<file path="config.mk">
export PLATFORM = sky130hd
export DESIGN_NAME = ehc_fifo
export DESIGN_NICKNAME = d
export VERILOG_FILES = /design/src/ehc_pkg.sv /design/src/ehc_fifo.sv
export VERILOG_INCLUDE_DIRS = /design/src /design/src/src
export SDC_FILE = /design/constraint.sdc
export NUM_CORES = 1
export LEC_CHECK = 0
export BUFFER_PORTS_ARGS = -buffer_cell sky130_fd_sc_hd__buf_4
export CORE_MARGIN = 2
export CORE_UTILIZATION = 54
export CTS_BUF_LIST = sky130_fd_sc_hd__clkbuf_2 sky130_fd_sc_hd__clkbuf_4 sky130_fd_sc_hd__clkbuf_8
export CTS_CLUSTER_SIZE = 30
export DETAILED_ROUTE_END_ITERATION = 6
export PLACE_DENSITY = 0.82
export SLEW_MARGIN = 20
export SYNTH_ARGS = -nofsm -noshare
export SYNTH_HDL_FRONTEND = slang
export SYNTH_SLANG_ARGS = --single-unit
</file>
<file path="constraint.sdc">
create_clock -name clk_i -period 2.7 [get_ports clk_i]
set_input_delay 0.54 -clock clk_i [delete_from_list [all_inputs] [get_ports clk_i]]
set_output_delay 0.54 -clock clk_i [all_outputs]
set_load 0.02 [all_outputs]
</file>
<file path="src/assert_macros.svh">
// Concurrent assertion helpers; expect clk_i and rst_ni in the enclosing module.
`ifndef ASSERT_MACROS_SVH
`define ASSERT_MACROS_SVH
`ifndef SYNTHESIS
`define ASSERT_RST(lbl, prop, msg) \
  lbl: assert property (@(posedge clk_i) disable iff (!rst_ni) (prop)) else $error(msg);
`define ASSERT_NEVER(lbl, cond, msg) \
  lbl: assert property (@(posedge clk_i) disable iff (!rst_ni) !(cond)) else $error(msg);
`else
`define ASSERT_RST(lbl, prop, msg)
`define ASSERT_NEVER(lbl, cond, msg)
`endif
`endif

</file>
<file path="src/ehc_pkg.sv">
package ehc_pkg;

  localparam int unsigned SizeW = 56;
  localparam int unsigned IdW   = 32;
  localparam int unsigned QueueDepthDefault = 2;

  localparam logic [SizeW-1:0] MaxClusterSizeReset = SizeW'(64 * 1024 * 1024);

  localparam logic [7:0]     VoidId    = 8'hEC;
  localparam logic [IdW-1:0] ClusterId = 32'h1F43B675;

  localparam int unsigned NumKnownIds = 10;
  localparam logic [IdW-1:0] KnownIds [NumKnownIds] = '{
    32'h1A45DFA3, 32'h18538067, 32'h114D9B74, 32'h1549A966, 32'h1654AE6B,
    32'h1F43B675, 32'h1C53BB6B, 32'h1043A770, 32'h1254C367, 32'h1941A469
  };

  localparam logic [2:0] VerdictVoid        = 3'd0;
  localparam logic [2:0] VerdictKnown       = 3'd1;
  localparam logic [2:0] VerdictClusterSane = 3'd2;
  localparam logic [2:0] VerdictClusterOpen = 3'd3;
  localparam logic [2:0] VerdictNeedMore    = 3'd4;
  localparam logic [2:0] VerdictUnknownId   = 3'd5;
  localparam logic [2:0] VerdictBadSize     = 3'd6;

  typedef struct packed {
    logic [7:0] data_byte;
    logic       start_flag;
    logic       last_flag;
  } in_beat_t;

  typedef struct packed {
    logic             plausible;
    logic [2:0]       verdict_code;
    logic [IdW-1:0]   element_id;
    logic [SizeW-1:0] declared_size;
  } out_beat_t;

  typedef struct packed {
    logic [7:0] data_byte;
    logic       start_flag;
    logic       last_flag;
    logic       is_void;
    logic       is_zero;
    logic       is_ff;
    logic [2:0] extra;
    logic [6:0] low_bits;
    logic       low_ones;
  } class_t;

  function automatic logic id_is_known(logic [IdW-1:0] id);
    logic hit;
    hit = 1'b0;
    for (int i = 0; i < NumKnownIds; i++) begin
      if (KnownIds[i] == id) begin
        hit = 1'b1;
      end
    end
    return hit;
  endfunction

endpackage

</file>
<file path="src/ehc_fifo.sv">
`include "assert_macros.svh"

module ehc_fifo #(
  parameter int unsigned Depth = ehc_pkg::QueueDepthDefault
) (
  input  logic            clk_i,
  input  logic            rst_ni,
  input  logic            push_i,
  input  ehc_pkg::class_t data_i,
  output logic            full_o,
  input  logic            pop_i,
  output logic            valid_o,
  output ehc_pkg::class_t data_o
);
  import ehc_pkg::*;

  localparam int unsigned PtrW = (Depth > 1) ? $clog2(Depth) : 1;
  localparam int unsigned CntW = $clog2(Depth + 1);

  class_t          mem_q [Depth];
  logic [PtrW-1:0] wr_ptr_q, rd_ptr_q;
  logic [CntW-1:0] count_q;

  assign full_o  = (count_q == CntW'(Depth));
  assign valid_o = (count_q != '0);
  assign data_o  = mem_q[rd_ptr_q];

  always_ff @(posedge clk_i or negedge rst_ni) begin
    if (!rst_ni) begin
      wr_ptr_q <= '0;
      rd_ptr_q <= '0;
      count_q  <= '0;
    end else begin
      if (push_i) begin
        wr_ptr_q <= (wr_ptr_q == PtrW'(Depth - 1)) ? '0 : wr_ptr_q + 1'b1;
      end
      if (pop_i) begin
        rd_ptr_q <= (rd_ptr_q == PtrW'(Depth - 1)) ? '0 : rd_ptr_q + 1'b1;
      end
      if (push_i && !pop_i) begin
        count_q <= count_q + 1'b1;
      end else if (pop_i && !push_i) begin
        count_q <= count_q - 1'b1;
      end
    end
  end

  always_ff @(posedge clk_i) begin
    if (push_i) begin
      mem_q[wr_ptr_q] <= data_i;
    end
  end

  `ASSERT_NEVER(a_no_overflow, push_i && full_o, "queue push while full")
  `ASSERT_NEVER(a_no_underflow, pop_i && !valid_o, "queue pop while empty")

endmodule

</file>
# Word-level counts from Yosys, hierarchy flattened
# Memory sizes are Yosys's and may differ from the RTL's.
# Cells that the tools add are included.
# Widths: inputs -> output; s select.
[word_totals]
reg_bits = 4
latch_bits = 0
ram_bits = 48
rom_bits = 0
inputBits = 28
out_inout_bits = 26
n_memories = 1
[mem_list]
columns = ["name", "depth", "width", "rd", "rd_ports_with_merged_regs", "write_ports", "line", "text"]
rows = [
  ["mem_q", 2, 24, 1, 0, 1, "ehc_fifo.sv:20", "class_t mem_q [Depth];"],
]
[classes]
addsub = 4
n_mul = 0
div_mod_pow = 0
n_lt_le_gt_ge = 0
n_eq_ne = 1
n_shift = 0
n_mux = 6
bitwise = 0
n_reduce_logical = 6
[ops]
columns = ["op", "n"]
rows = [
  ["$mux 1", 4],
  ["$mux 2", 2],
  ["$reduce_bool 2->1", 2],
  ["$add 1x1->1 const B", 2],
  ["$add 2x1->2 const B", 1],
  ["$eq 2x2->1 const B", 1],
  ["$logic_and 1x1->1", 2],
  ["$logic_not 1->1", 2],
  ["$sub 2x1->2 const B", 1],
]

# Depth between registers and ports, before layout
[logic_depth]
depth_word = 4
depth_mapped = 5

# Worst setup path after synthesis
# OpenSTA, ideal clock, no wires.
[synth_timing]
path_kind = "input to register"
start = "input push_i"
end = "memory mem_q[0][0] (netlist name), enable pin"
setup_ns = 0.408
t_arrival_ns = 1.646
required_time_ns = 2.292
slack_ns = 0.646
cell_stages = 1
path_cell_list = "nor2b_1"
[synth_via]
elab_chain_len = 2
[synth_lines]
columns = ["item", "line", "text"]
rows = [
  ["start: declaration", "ehc_fifo.sv:8", "input logic push_i,"],
  ["$mux 1", "ehc_fifo.sv:49", "if (push_i) begin"],
  ["$mux 1 (implied by the code)", "ehc_fifo.sv:50", "mem_q[wr_ptr_q] <= data_i;"],
  ["end: declaration", "ehc_fifo.sv:20", ""],
]
# Every way passes these cells.

==> key figures <==
Die
  – IO Count: 54
  – Die area: 4250 um^2
  – Initial Util: 55.7%
  – Std-Cell Core Area: 3630 um^2
  – Die height: 65.2 um
  – Die W: 65.2 um
  – Row count: 22

Yosys
  – Seq/Total Area, Yosys: 76.2%
  – Syn_nets: 120
  – Seq cells post-synth: 52
  – Top-area cell type share of the netlist area: 71.2%
  – Largest cells by area after synthesis: edfxtp_1 (71%), mux2_4 (14%), dfrtp_1 (4.9%)
  – Syn Area/Cell: 22.2 um^2
  – Top FF cell, synth: edfxtp_1
  – Top cells by count, synth: edfxtp_1 (48), mux2_4 (19), mux2_2 (5)
  – Number of enable flip-flop cells after synthesis: 48
  – Most common cell in the synthesized netlist: edfxtp_1
  – Syn Inst Count: 91
  – Largest area contributor in the netlist: edfxtp_1
  – Synth Cell Area: 2020 um^2
  – Synth warnings: 0
  – Unique masters post-synth: 14
  – Asr flop ratio synth: 7.69%

Final layout
  – Area grow syn2layout: 27.2%
  – Sequential cell area: 1540 um^2
  – Filler cells: 245
  – Ant. Diodes: 0
  – Multi-input logic area: 429 um^2
  – Layout net count: 181
  – Fraction of layout cells with a size suffix above 1: 59.5%

Route
  – Via count: 980
  – WL final: 3.03 mm
  – Drt wl/cell: 15.1 um
  – DRC: 0
  – Iter 0 DRT Violations: 28
  – Vias per cell: 4.88
  – Post-route ant nets: 0
  – Drt first pass iters: 6

Run
  – Max-cap violations: 0

Setup path
  – Worst setup SP type: register
  – WP data arrival: 1670 ps
  – Worst setup path class: reg -> out
  – Worst path required time: 2160 ps
  – Crit path max-delay cell type: dfrtp_1
  – Buf/Inv on CP: 2
  – Delay of the slowest critical-path stage: 600 ps
  – Critical-path cell list: buf_4, mux2_4, buf_4
  – Critical R2R Launch: wr_ptr_q$_DFFE_PN0P_
  – CP top delay family: flip-flops
  – Max Fanout on Critical Path: 10
  – Cell mode on critical path: buf_4
  – Setup crit start: rd_ptr_q$_DFFE_PN0P_
  – Crit end category: primary output

Clock tree
  – Clk slew on worst S/H paths: 80 ps
  – Setup bufs post-CTS: 0
  – Maximum clock path buffer count: 2
  – CTS tree: yes
  – Clk sinks: 52
  – TritonCTS buffer count: 5
  – Clock latency on the worst-skew pair: 300 ps
  – H-Tree Level Count: 2
  – Post-cts sizing count: 0
  – Cell at the root of the clock tree: clkbuf_8
  – # hold bufs at CTS: 0

Timing
  – Pins Over Slew Limit: 0
  – Final worst path period share: 81.8%
  – RSZ-0062 raised after global routing: false
  – Final hold vios: 0
  – Worst-margin pin slew: 411 ps
  – Minimum clock period: 2210 ps
  – Fmax: 453 MHz
  – Setup_tns: 0 ps
  – Post-Route Skew: 4.76 ps
  – Max-Slew Margin vs Limit: 72.6%
  – Endpoints failing setup: 0

GRT
  – GR Overflow Total: 0
  – Largest net degree at the start of global routing: 25
  – Number of global-route vias before repair: 1024
  – GRT busiest layer: met2
  – Met1 usage: 19.6%
  – First-pass GRT wire length: 4.86 mm
  – Initial antenna violation count: 0
  – M3 GR Usage: 6.85%
  – GR Util met2: 25.5%
  – Gr usage total: 16.1%

Pwr
  – Sequential share of power: 43.1%
  – Power share of the combinational group: 37.9%
  – Total power: 2690 uW
  – Switching share of power: 30.0%
  – Total leakage power: 0.00105 uW
  – NetSw: 806 uW
  – Pint: 1880 uW
  – Worst vdd ir: 0.679 mV
  – Clock network power share: 19.0%
  – P per Cell Area: 1040 nW/um^2

Outcome
  – Status: completed

Place
  – HPWL Detailed: 2.15 mm
  – Buffers on Ports: 53
  – Final RePlAce weighted congestion: 0.616

Hold path
  – Hold Path Class: in -> async
cells by family after synthesis:
kind of cell	count (synthesis)	synth area share, %
flip-flops	52	76.2
multiplexers	24	16.9
XOR/XNOR	5	2.16
AND/OR/NAND/NOR	5	1.42
buffers and inverters	4	2.72
adder cells (fa/ha/maj)	1	0.618
metrics by stage:
stage                     std cells  hold WS [ps]  instance area, um^2  setup WS, ps  util (%)
after CTS                       201          9.76                 2570           456      70.8
after detailed placement        193           342                 2460           794      67.8
after global placement          193           338                 2460           786      67.8
final                           201          21.3                 2570           492      70.8
after floorplan                  91           244                 2020           646         -
after global routing            201          1.56                 2570           407      70.8
power by group through the flow:
stage | sequential [uW] | combinational, uW | clock, uW
2_1_floorplan | 1140 | 758 | 0
3_3_place_gp | 1170 | 1010 | 0
3_5_place_dp | 1180 | 1030 | 0
4_1_cts | 1160 | 1040 | 527
5_1_grt | 1180 | 1080 | 562
6_report | 1160 | 1020 | 512
final cells by class:
class,instances,share of cell area [%]
timing repair buffer,57,16.6
inverter,1,0.146
sequential,52,59.9
tap,48,2.33
clock inverter,2,1.36
multi-input combinational,35,16.7
clock buffer,6,2.97
per-layer routing:
layer	wire (um)	part of all wire (%)
met5	0	0
met4	48	1.6
met3	260	8.6
met2	1470	49
met1	1250	41
final timing paths:
path                       slack, ps  depth (start not counted)                      to
min in group clk_i               410                          2    rd_ptr_q$_DFFE_PN0P_
setup / recovery                 490                          3               data_o[1]
hold reg to reg                  500                          1  count_q[1]$_DFFE_PN0P_
max in group asynchronous       2570                          1    wr_ptr_q$_DFFE_PN0P_
setup reg to reg                1500                          2   mem_q[0][0]$_DFFE_PP_
hold / removal                    20                          1  count_q[0]$_DFFE_PN0P_
layout by cell type (no fill, tap or decap):
| master | Yosys | final |
|---|---|---|
| or2_2 | 1 | 1 |
| nor2b_1 | 2 | 1 |
| clkinv_2 | 0 | 1 |
| xnor2_1 | 1 | 1 |
| buf_4 | 0 | 57 |
| inv_1 | 1 | 1 |
| mux2_2 | 5 | 5 |
| ha_1 | 1 | 1 |
| clkbuf_8 | 0 | 5 |
| clkbuf_4 | 0 | 1 |
| dfrtp_1 | 4 | 4 |
| bufinv_16 | 0 | 1 |
| xor2_1 | 4 | 4 |
| nor2b_2 | 0 | 1 |
| edfxtp_1 | 48 | 48 |
| nor2_1 | 1 | 1 |
| and2_1 | 1 | 1 |
| mux2_4 | 19 | 19 |
sequential cells by signal, indices dropped and copies added (netlist names):
name and flops:
count_q 2, mem_q 48, wr_ptr_q 1, rd_ptr_q 1
No activity file was read; power rests on OpenSTA's default activity.
