## src/assert_macros.svh

```systemverilog
// Concurrent assertion helpers; expect clk_i and rst_ni in the enclosing module.
`ifndef ASSERT_MACROS_SVH
`define ASSERT_MACROS_SVH
`ifndef SYNTHESIS
`define ASSERT_RST(lbl, prop, msg) \
  lbl: assert property (@(posedge clk_i) disable iff (!rst_ni) (prop)) else $error(msg);
`define ASSERT_NEVER(lbl, cond, msg) \
  lbl: assert property (@(posedge clk_i) disable iff (!rst_ni) !(cond)) else $error(msg);
`else
`define ASSERT_RST(lbl, prop, msg)
`define ASSERT_NEVER(lbl, cond, msg)
`endif
`endif

```

## src/ehc_pkg.sv

```systemverilog
package ehc_pkg;

  localparam int unsigned SizeW = 56;
  localparam int unsigned IdW   = 32;
  localparam int unsigned QueueDepthDefault = 2;

  localparam logic [SizeW-1:0] MaxClusterSizeReset = SizeW'(64 * 1024 * 1024);

  localparam logic [7:0]     VoidId    = 8'hEC;
  localparam logic [IdW-1:0] ClusterId = 32'h1F43B675;

  localparam int unsigned NumKnownIds = 10;
  localparam logic [IdW-1:0] KnownIds [NumKnownIds] = '{
    32'h1A45DFA3, 32'h18538067, 32'h114D9B74, 32'h1549A966, 32'h1654AE6B,
    32'h1F43B675, 32'h1C53BB6B, 32'h1043A770, 32'h1254C367, 32'h1941A469
  };

  localparam logic [2:0] VerdictVoid        = 3'd0;
  localparam logic [2:0] VerdictKnown       = 3'd1;
  localparam logic [2:0] VerdictClusterSane = 3'd2;
  localparam logic [2:0] VerdictClusterOpen = 3'd3;
  localparam logic [2:0] VerdictNeedMore    = 3'd4;
  localparam logic [2:0] VerdictUnknownId   = 3'd5;
  localparam logic [2:0] VerdictBadSize     = 3'd6;

  typedef struct packed {
    logic [7:0] data_byte;
    logic       start_flag;
    logic       last_flag;
  } in_beat_t;

  typedef struct packed {
    logic             plausible;
    logic [2:0]       verdict_code;
    logic [IdW-1:0]   element_id;
    logic [SizeW-1:0] declared_size;
  } out_beat_t;

  typedef struct packed {
    logic [7:0] data_byte;
    logic       start_flag;
    logic       last_flag;
    logic       is_void;
    logic       is_zero;
    logic       is_ff;
    logic [2:0] extra;
    logic [6:0] low_bits;
    logic       low_ones;
  } class_t;

  function automatic logic id_is_known(logic [IdW-1:0] id);
    logic hit;
    hit = 1'b0;
    for (int i = 0; i < NumKnownIds; i++) begin
      if (KnownIds[i] == id) begin
        hit = 1'b1;
      end
    end
    return hit;
  endfunction

endpackage

```

## src/ehc_stream_if.sv

```systemverilog
interface ehc_stream_if #(
  parameter type payload_t = logic
);
  logic     valid;
  logic     ready;
  payload_t payload;

  modport source (output valid, output payload, input ready);
  modport sink (input valid, input payload, output ready);
endinterface

```

## src/ehc_back.sv

```systemverilog
`include "assert_macros.svh"

module ehc_back (
  input  logic                        clk_i,
  input  logic                        rst_ni,
  input  logic                        cfg_we_i,
  input  logic [ehc_pkg::SizeW-1:0]   cfg_wdata_i,
  input  logic                        head_valid_i,
  input  ehc_pkg::class_t             head_i,
  output logic                        pop_o,
  ehc_stream_if.source                out_o
);
  import ehc_pkg::*;

  logic [SizeW-1:0] max_q;
  logic [3:0]       idx_q, idx_d;
  logic [IdW-1:0]   id_q, id_d;
  logic [SizeW-1:0] size_q, size_d;
  logic [2:0]       left_q, left_d;
  logic             ones_q, ones_d;
  logic             decided_q, decided_d;
  logic             out_valid_q;
  out_beat_t        out_q, res;

  logic       take;
  logic       fire;
  logic [2:0] code;
  logic [SizeW-1:0] dsize;
  logic       plaus_ok;

  assign take  = head_valid_i && (!out_valid_q || out_o.ready);
  assign pop_o = take;

  assign out_o.valid   = out_valid_q;
  assign out_o.payload = out_q;

  assign plaus_ok = (out_q.plausible == (out_q.verdict_code < VerdictUnknownId));

  always_comb begin
    idx_d     = idx_q;
    id_d      = id_q;
    size_d    = size_q;
    left_d    = left_q;
    ones_d    = ones_q;
    decided_d = decided_q;
    fire      = 1'b0;
    code      = VerdictNeedMore;
    dsize     = '0;
    if (take) begin
      if (head_i.start_flag) begin
        idx_d     = '0;
        id_d      = '0;
        size_d    = '0;
        left_d    = '0;
        ones_d    = 1'b1;
        decided_d = 1'b0;
      end
      if (!decided_d) begin
        if (idx_d[3:2] == 2'b00) begin
          if (idx_d == 4'd0 && head_i.is_void) begin
            fire = 1'b1;
            code = VerdictVoid;
          end else begin
            id_d = {id_d[IdW-9:0], head_i.data_byte};
          end
          idx_d = idx_d + 1'b1;
        end else if (idx_d == 4'd4) begin
          idx_d = 4'd5;
          if (!id_is_known(id_d)) begin
            fire = 1'b1;
            code = VerdictUnknownId;
          end else if (id_d != ClusterId) begin
            fire = 1'b1;
            code = VerdictKnown;
          end else if (head_i.is_zero) begin
            fire = 1'b1;
            code = VerdictBadSize;
          end else begin
            size_d = SizeW'(head_i.low_bits);
            ones_d = head_i.low_ones;
            left_d = head_i.extra;
            if (head_i.extra == 3'd0) begin
              fire  = 1'b1;
              code  = ones_d ? VerdictClusterOpen
                             : ((size_d <= max_q) ? VerdictClusterSane : VerdictBadSize);
              dsize = size_d;
            end
          end
        end else begin
          size_d = {size_d[SizeW-9:0], head_i.data_byte};
          ones_d = ones_d && head_i.is_ff;
          if (left_d != 3'd0) begin
            left_d = left_d - 1'b1;
          end
          if (left_d == 3'd0) begin
            fire  = 1'b1;
            code  = ones_d ? VerdictClusterOpen
                           : ((size_d <= max_q) ? VerdictClusterSane : VerdictBadSize);
            dsize = size_d;
          end
          if (idx_d != 4'd15) begin
            idx_d = idx_d + 1'b1;
          end
        end
        if (!fire && head_i.last_flag) begin
          fire  = 1'b1;
          code  = VerdictNeedMore;
          dsize = '0;
        end
        if (fire) begin
          decided_d = 1'b1;
        end
      end
    end
  end

  always_comb begin
    res.plausible     = (code != VerdictUnknownId) && (code != VerdictBadSize);
    res.verdict_code  = code;
    res.element_id    = (code != VerdictVoid && (idx_d[3] || idx_d[2])) ? id_d : '0;
    res.declared_size = dsize;
  end

  always_ff @(posedge clk_i or negedge rst_ni) begin
    if (!rst_ni) begin
      max_q       <= MaxClusterSizeReset;
      idx_q       <= '0;
      id_q        <= '0;
      size_q      <= '0;
      left_q      <= '0;
      ones_q      <= 1'b1;
      decided_q   <= 1'b1;
      out_valid_q <= 1'b0;
    end else begin
      if (cfg_we_i) begin
        max_q <= cfg_wdata_i;
      end
      idx_q     <= idx_d;
      id_q      <= id_d;
      size_q    <= size_d;
      left_q    <= left_d;
      ones_q    <= ones_d;
      decided_q <= decided_d;
      if (take && fire) begin
        out_valid_q <= 1'b1;
      end else if (out_o.ready) begin
        out_valid_q <= 1'b0;
      end
    end
  end

  always_ff @(posedge clk_i) begin
    if (take && fire) begin
      out_q <= res;
    end
  end

  `ASSERT_RST(a_plausible_code, out_valid_q |-> plaus_ok, "plausible disagrees with verdict")
  `ASSERT_RST(a_result_after_take, $rose(out_valid_q) |-> $past(take), "result without a beat")

endmodule
```

## src/flat_wrapper.sv

```systemverilog
// flat-port wrapper written by rule: the top's interface ports become plain ports
module ehc_back_flat import ehc_pkg::*;
  (clk_i, rst_ni, cfg_we_i, cfg_wdata_i, head_valid_i, head_i, pop_o, out_o_valid, out_o_payload, out_o_ready);
  ehc_stream_if out_o_i ();
  input  logic clk_i;
  input  logic rst_ni;
  input  logic cfg_we_i;
  input  logic [ehc_pkg::SizeW-1:0] cfg_wdata_i;
  input  logic head_valid_i;
  input  ehc_pkg::class_t head_i;
  output logic pop_o;
  output wire logic [$bits(out_o_i.valid)-1:0] out_o_valid;
  output wire logic [$bits(out_o_i.payload)-1:0] out_o_payload;
  input wire logic [$bits(out_o_i.ready)-1:0] out_o_ready;
  assign out_o_valid = out_o_i.valid;
  assign out_o_payload = out_o_i.payload;
  assign out_o_i.ready = out_o_ready;
  ehc_back u_core (.clk_i(clk_i), .rst_ni(rst_ni), .cfg_we_i(cfg_we_i), .cfg_wdata_i(cfg_wdata_i), .head_valid_i(head_valid_i), .head_i(head_i), .pop_o(pop_o), .out_o(out_o_i));
endmodule
```

## config.mk

```make
export PLATFORM = sky130hd
export DESIGN_NAME = ehc_back_flat
export DESIGN_NICKNAME = d
export VERILOG_FILES = /design/src/ehc_pkg.sv /design/src/ehc_stream_if.sv /design/src/ehc_back.sv /design/src/flat_wrapper.sv
export VERILOG_INCLUDE_DIRS = /design/src /design/src/src
export SDC_FILE = /design/constraint.sdc
export NUM_CORES = 1
export LEC_CHECK = 0
export BUFFER_PORTS_ARGS = -buffer_cell sky130_fd_sc_hd__buf_2
export CAP_MARGIN = 20
export CORE_MARGIN = 4
export CORE_UTILIZATION = 35
export CTS_BUF_LIST = sky130_fd_sc_hd__clkbuf_16
export DETAILED_ROUTE_END_ITERATION = 8
export GPL_ROUTABILITY_DRIVEN = 0
export PLACE_DENSITY_LB_ADDON = 0.05
export SYNTH_ARGS = -nofsm -noshare
export SYNTH_HDL_FRONTEND = slang
export SYNTH_SLANG_ARGS = --single-unit
```

## constraint.sdc

```tcl
create_clock -name clk_i -period 2.6 [get_ports clk_i]
set_input_delay 0.13 -clock clk_i [delete_from_list [all_inputs] [get_ports clk_i]]
set_output_delay 0.13 -clock clk_i [all_outputs]
set_load 0.02 [all_outputs]
```

After elaboration in Yosys (flattened, before gate mapping) --
Cells that the tools add are included.
Word-level totals: register bits 42, input bits 85, output and inout port bits 3, logic and storage cells 102
Operators by class: add/sub/neg operators 2, equal/unequal tests 13, mux-type cells 65, bitwise operators 1, reductions and logical operators 14
Operators by type and width (count):
- == test 29 x 32 -> 1 bit, first input constant | 10
- two-way mux 32 bit | 5
- two-way mux 1 bit | 41
- two-way mux 3 bit | 13
- inequality test 32 x 29 -> 1 bit, second input constant | 1
- two-way mux 4 bit | 6
- zero test 3 bit | 2
- adder 4 x 1 -> 4 bit, second input constant | 1
- == test 4 x 3 -> 1 bit, second input constant | 1
- logical AND 1 bit | 4
- zero test 4 bit | 1
- inequality test 4 bit, second input constant | 1
- OR reduction 4 bit | 1
- nonzero test 3 bit | 1
- subtractor 3 x 1 -> 3 bit, second input constant | 1
- zero test 1 bit | 2
- zero test 2 bit | 1
- nonzero test 2 bit | 1
- logical OR 1 bit | 1
- inverter 1 bit | 1

Depth between registers and ports, before layout --
word-level depth 33, gate-level depth with buffers 12, gate-level depth less buffers 10

Worst setup path after synthesis --
OpenSTA, ideal clock, no wires.
path kind input to register, start input head_i[15] (netlist name), end register u_core.out_q, in the netlist u_core.out_o.payload, enable pin, cell stages on the path 12, library setup time 0.299 ns, arrival time 1.849 ns, slack 0.452 ns, data required time 2.301 ns, cells stage by stage buf_4 inv_1 buf_6 nand2_1 ha_1 ha_1 nor3b_1 o22a_1 a21oi_1 o311ai_1 o21ai_1 nor2_1
On the way: word-level cells in the longest chain between the ends 30, elaborated cells on any way between the ends 61, those cells by class add/sub (1); eq/ne (12); mux (40); reduce/logical (8)
RTL lines:
- start, declared | line flat_wrapper.sv:10 | input ehc_pkg::class_t head_i;
- two-way mux 32 bit | line ehc_back.sv:50 | if (head_i.start_flag) begin
- two-way mux 32 bit | line ehc_back.sv:49 | if (take) begin
- == test 29 x 32 -> 1 bit | line ehc_pkg.sv:55 | if (KnownIds[i] == id) begin
- two-way mux 1 bit (10 in a row) | line ehc_pkg.sv:55
- two-way mux 1 bit | line ehc_back.sv:67 | end else if (idx_d == 4'd4) begin
- two-way mux 1 bit | line ehc_back.sv:59 | if (idx_d[3:2] == 2'b00) begin
- two-way mux 1 bit | line ehc_back.sv:58 | if (!decided_d) begin
- two-way mux 1 bit | line ehc_back.sv:49
- (+5 left out)
- zero test 1 bit | line ehc_back.sv:105 | if (!fire && head_i.last_flag) begin
- logical AND 1 bit | line ehc_back.sv:105
- two-way mux 1 bit | line ehc_back.sv:105
- two-way mux 1 bit | line ehc_back.sv:58
- two-way mux 1 bit | line ehc_back.sv:49
- two-way mux 1 bit * | line ehc_back.sv:58
- two-way mux 1 bit * | line ehc_back.sv:49
- logical AND 1 bit * | line ehc_back.sv:153 | if (take && fire) begin
- end signal, assigned | line ehc_back.sv:154 | out_q <= res;
- end, declared | line ehc_back.sv:23 | out_beat_t out_q, res;
Every way passes the cells marked *; elsewhere a longest branch is shown, timed or not. The select of a mux whose other input is x is not followed. A chain may end at the register's enable or synchronous reset.

Worst setup path after layout --
start register u_core.left_q[0], end register u_core.out_q, in the netlist u_core.out_o.payload, enable pin
On the way: word-level cells in the longest chain between the ends 22, elaborated cells on any way between the ends 23, those cells by class add/sub (1); mux (17); reduce/logical (5)
RTL lines:
- start, declared | line ehc_back.sv:19 | logic [2:0] left_q, left_d;
- start signal, assigned | line ehc_back.sv:141 | left_q <= left_d;
- two-way mux 3 bit * | line ehc_back.sv:50
- two-way mux 3 bit * | line ehc_back.sv:49
- subtractor 3 x 1 -> 3 bit or nonzero test 3 bit (tied branches) | line ehc_back.sv:93, ehc_back.sv:92
- two-way mux 3 bit * | line ehc_back.sv:92 | if (left_d != 3'd0) begin
- two-way mux 3 bit * | line ehc_back.sv:67
- two-way mux 3 bit * | line ehc_back.sv:59
- two-way mux 3 bit * | line ehc_back.sv:58
- two-way mux 3 bit * | line ehc_back.sv:49
- (+6 left out)
- zero test 1 bit | line ehc_back.sv:105
- logical AND 1 bit | line ehc_back.sv:105
- two-way mux 1 bit * | line ehc_back.sv:105
- two-way mux 1 bit * | line ehc_back.sv:58
- two-way mux 1 bit * | line ehc_back.sv:49
- two-way mux 1 bit * | line ehc_back.sv:58
- two-way mux 1 bit * | line ehc_back.sv:49
- logical AND 1 bit * | line ehc_back.sv:153
Marked as above.

==> flow_metrics.tcl <==
set metrics [dict create \
    drt-pass1-iter-count 5 \
    num_vias 1960 \
    grtUsageTotal 0.154 \
    fmax_ghz 0.433 \
    wl_um 5890 \
    wl_per_cell_um 16.6 \
    synth_area_per_cell_um2 9.13 \
    cts_inserted_buffers 5 \
    required_ns 2.59 \
    cts_tree "done" \
    ios 88 \
    cp_max_fo 5 \
    ys_seq_elements 42 \
    num_rows 29 \
    reg2reg_slack_ns 0.29 \
    yosys_warnings 0 \
    grt_max_degree 42 \
    violations "hold timing" \
    num_antenna_cells 0 \
    leakage_nw 1.14 \
    final_common_cell "nand2_1" \
    drv_cap 0 \
    fin_crit_sh 0.889 \
    postRouteAntennaNets 0 \
    period_needed_ns 2.31 \
    synth_edf_count 1 \
    end_kind "register" \
    cts_post_setup_buffers_inserted 0 \
    min_path_type "in -> async" \
    finalSetupViolations 0 \
    synth_top_area_cell "dfrtp_1" \
    core_region_area_um2 6420 \
    layout-drive-gt1-share 0.170 \
    outcome "finished with violations" \
    synth_area_leaders "dfrtp_1, a22oi_1, nand2_1" \
    synthArstFlopShare 0.976 \
    root_buffer "clkbuf_16" \
    power_density_nw_per_um2 904 \
    die_width_um 89.7 \
    fin_setup_tns_ns 0 \
    clock-sinks 42 \
    initial_core_util 0.364 \
    yosysSeqAreaShare 0.452 \
    cts_buffer_depth 2 \
    vdd_drop_max_mv 0.377 \
    drtIter0Drc 216 \
    num-nets-final 366 \
    setup_slack_ns 0.289 \
    die_area_um2 8050 \
    crit_arrival_ns 2.31 \
    layout_common_cells "nand2_1, dfrtp_1, o21ai_0" \
    cts-resized-gates 0 \
    die_h_um 89.7 \
    hold_viol_final 1 \
    start_kind "register" \
    insertion_delay_ns 0.28 \
    syn-cell-area_um2 2340 \
    grt_pass1_wl_um 10200 \
    ys_types 49 \
    hold_slack_ns -0.000436 \
    grt_pass1_vias 1897 \
    synth_ff_type "dfrtp_1" \
    path_clk_slew_ns 0.06 \
    rsz0062_at_grt "false" \
    cts_hold_buf 0 \
    synthDominantCellAreaShare 0.428 \
    synth_cells 256 \
    drc 0 \
    antenna_found_initial 0 \
    detailed_place_hpwl_um 3930 \
    cts_max_level 2 \
    post-place-ws_ns 0.298 \
    vias_per_cell 5.54 \
    worst_slew_pin_slew_ns 0.965 \
    report.final.slew_viol_count 0 \
    syn_nets 346 \
    relSlewSlack 0.357 \
    skew_ns 0.00532 \
    criticalPathCategory "reg -> reg" \
    io_buffers 22 \
    area_growth_pct 13.5 \
    overflow 0 \
]
==> registers in the layout (all words and copies together) (netlist names) <==
| name | flops |
|---|---|
| u_core.decided_q | 1 |
| u_core.id_q | 32 |
| u_core.idx_q | 4 |
| u_core.left_q | 3 |
| u_core.out_o.payload | 1 |
| u_core.out_o.valid | 1 |
==> critical path: stages, from the launching register on <==
cell and delay (ns):
dfrtp_1 0.42, nand2_1 0.09, ha_1 0.21, ha_1 0.25, nor3b_1 0.20, o22a_1 0.16
a21oi_1 0.07, o311ai_1 0.31, o21ai_1 0.18, nor2_1 0.13
==> per-layer routing <==
layer,part of all wire,up-vias,global-route usage,wire length [µm]
li1,-,981,-,-
met1,0.52,937,0.237,3090
met2,0.42,38,0.217,2500
met3,0.041,4,0.0309,242
met4,0.011,0,0.0460,63
met5,0,-,0,0
==> area by class of cell <==
cell class | count | area [µm²]
fill | 645 | 3770
multi-input combinational | 189 | 1160
sequential | 42 | 1060
timing repair buffer | 29 | 163
clock buffer | 5 | 125
tap | 77 | 96.3
inverter | 9 | 33.8
clock inverter | 3 | 21.3
==> kinds of logic (layout without fill, tap and decap cells) <==
kind of cell | after synthesis | in the layout | synth area share
compound gates | 94 | 94 | 0.271
simple gates | 90 | 90 | 0.198
fa+ha+maj | 5 | 5 | 0.0268
flops | 42 | 42 | 0.452
buf+inv | 25 | 46 | 0.0524
==> where the power goes <==
part           switching (mW)  internal [mW]
clock network           0.261          0.356
registers               0.237          0.869
logic                   0.382          0.295
==> Yosys cell counts, drive strengths merged (2+ instances only) <==
cell type  count
ha             5
nor3b          2
nor2b          4
a22o           8
a21oi          7
nor3           4
and4b          2
o21ai         36
o22a           2
nand3          5
nand2b         3
nor4b          3
o211ai         4
inv            8
nand4          2
buf            8
clkbuf         8
a22oi         25
dfrtp         40
a21o           2
nor2          16
nand2         43
==> worst paths after layout <==
kind,startpoint,to,cells past startpoint
max,u_core.left_q[0],u_core.out_o.payload,9
min,rst_ni,u_core.id_q[18],1
max reg2reg,u_core.left_q[0],u_core.out_o.payload,9
min reg2reg,u_core.id_q[27],u_core.id_q[27],2
max in group asynchronous,rst_ni,u_core.id_q[20],1
min in group clk_i,head_i[23],u_core.id_q[7],2
==> through the flow <==
step	total power, mW	std cells	hold slack [ns]	area [µm²]	util
2_1_floorplan	1.58	256	-0.166	2340	-
3_3_place_gp	1.78	346	0.351	2510	0.391
3_5_place_dp	1.79	346	0.347	2510	0.391
4_1_cts	2.42	354	0.0429	2660	0.413
5_1_grt	2.60	354	0.0632	2660	0.413
6_report	2.40	354	-0.000436	2660	0.413
Note: power is estimated with default switching activity, not from simulation.
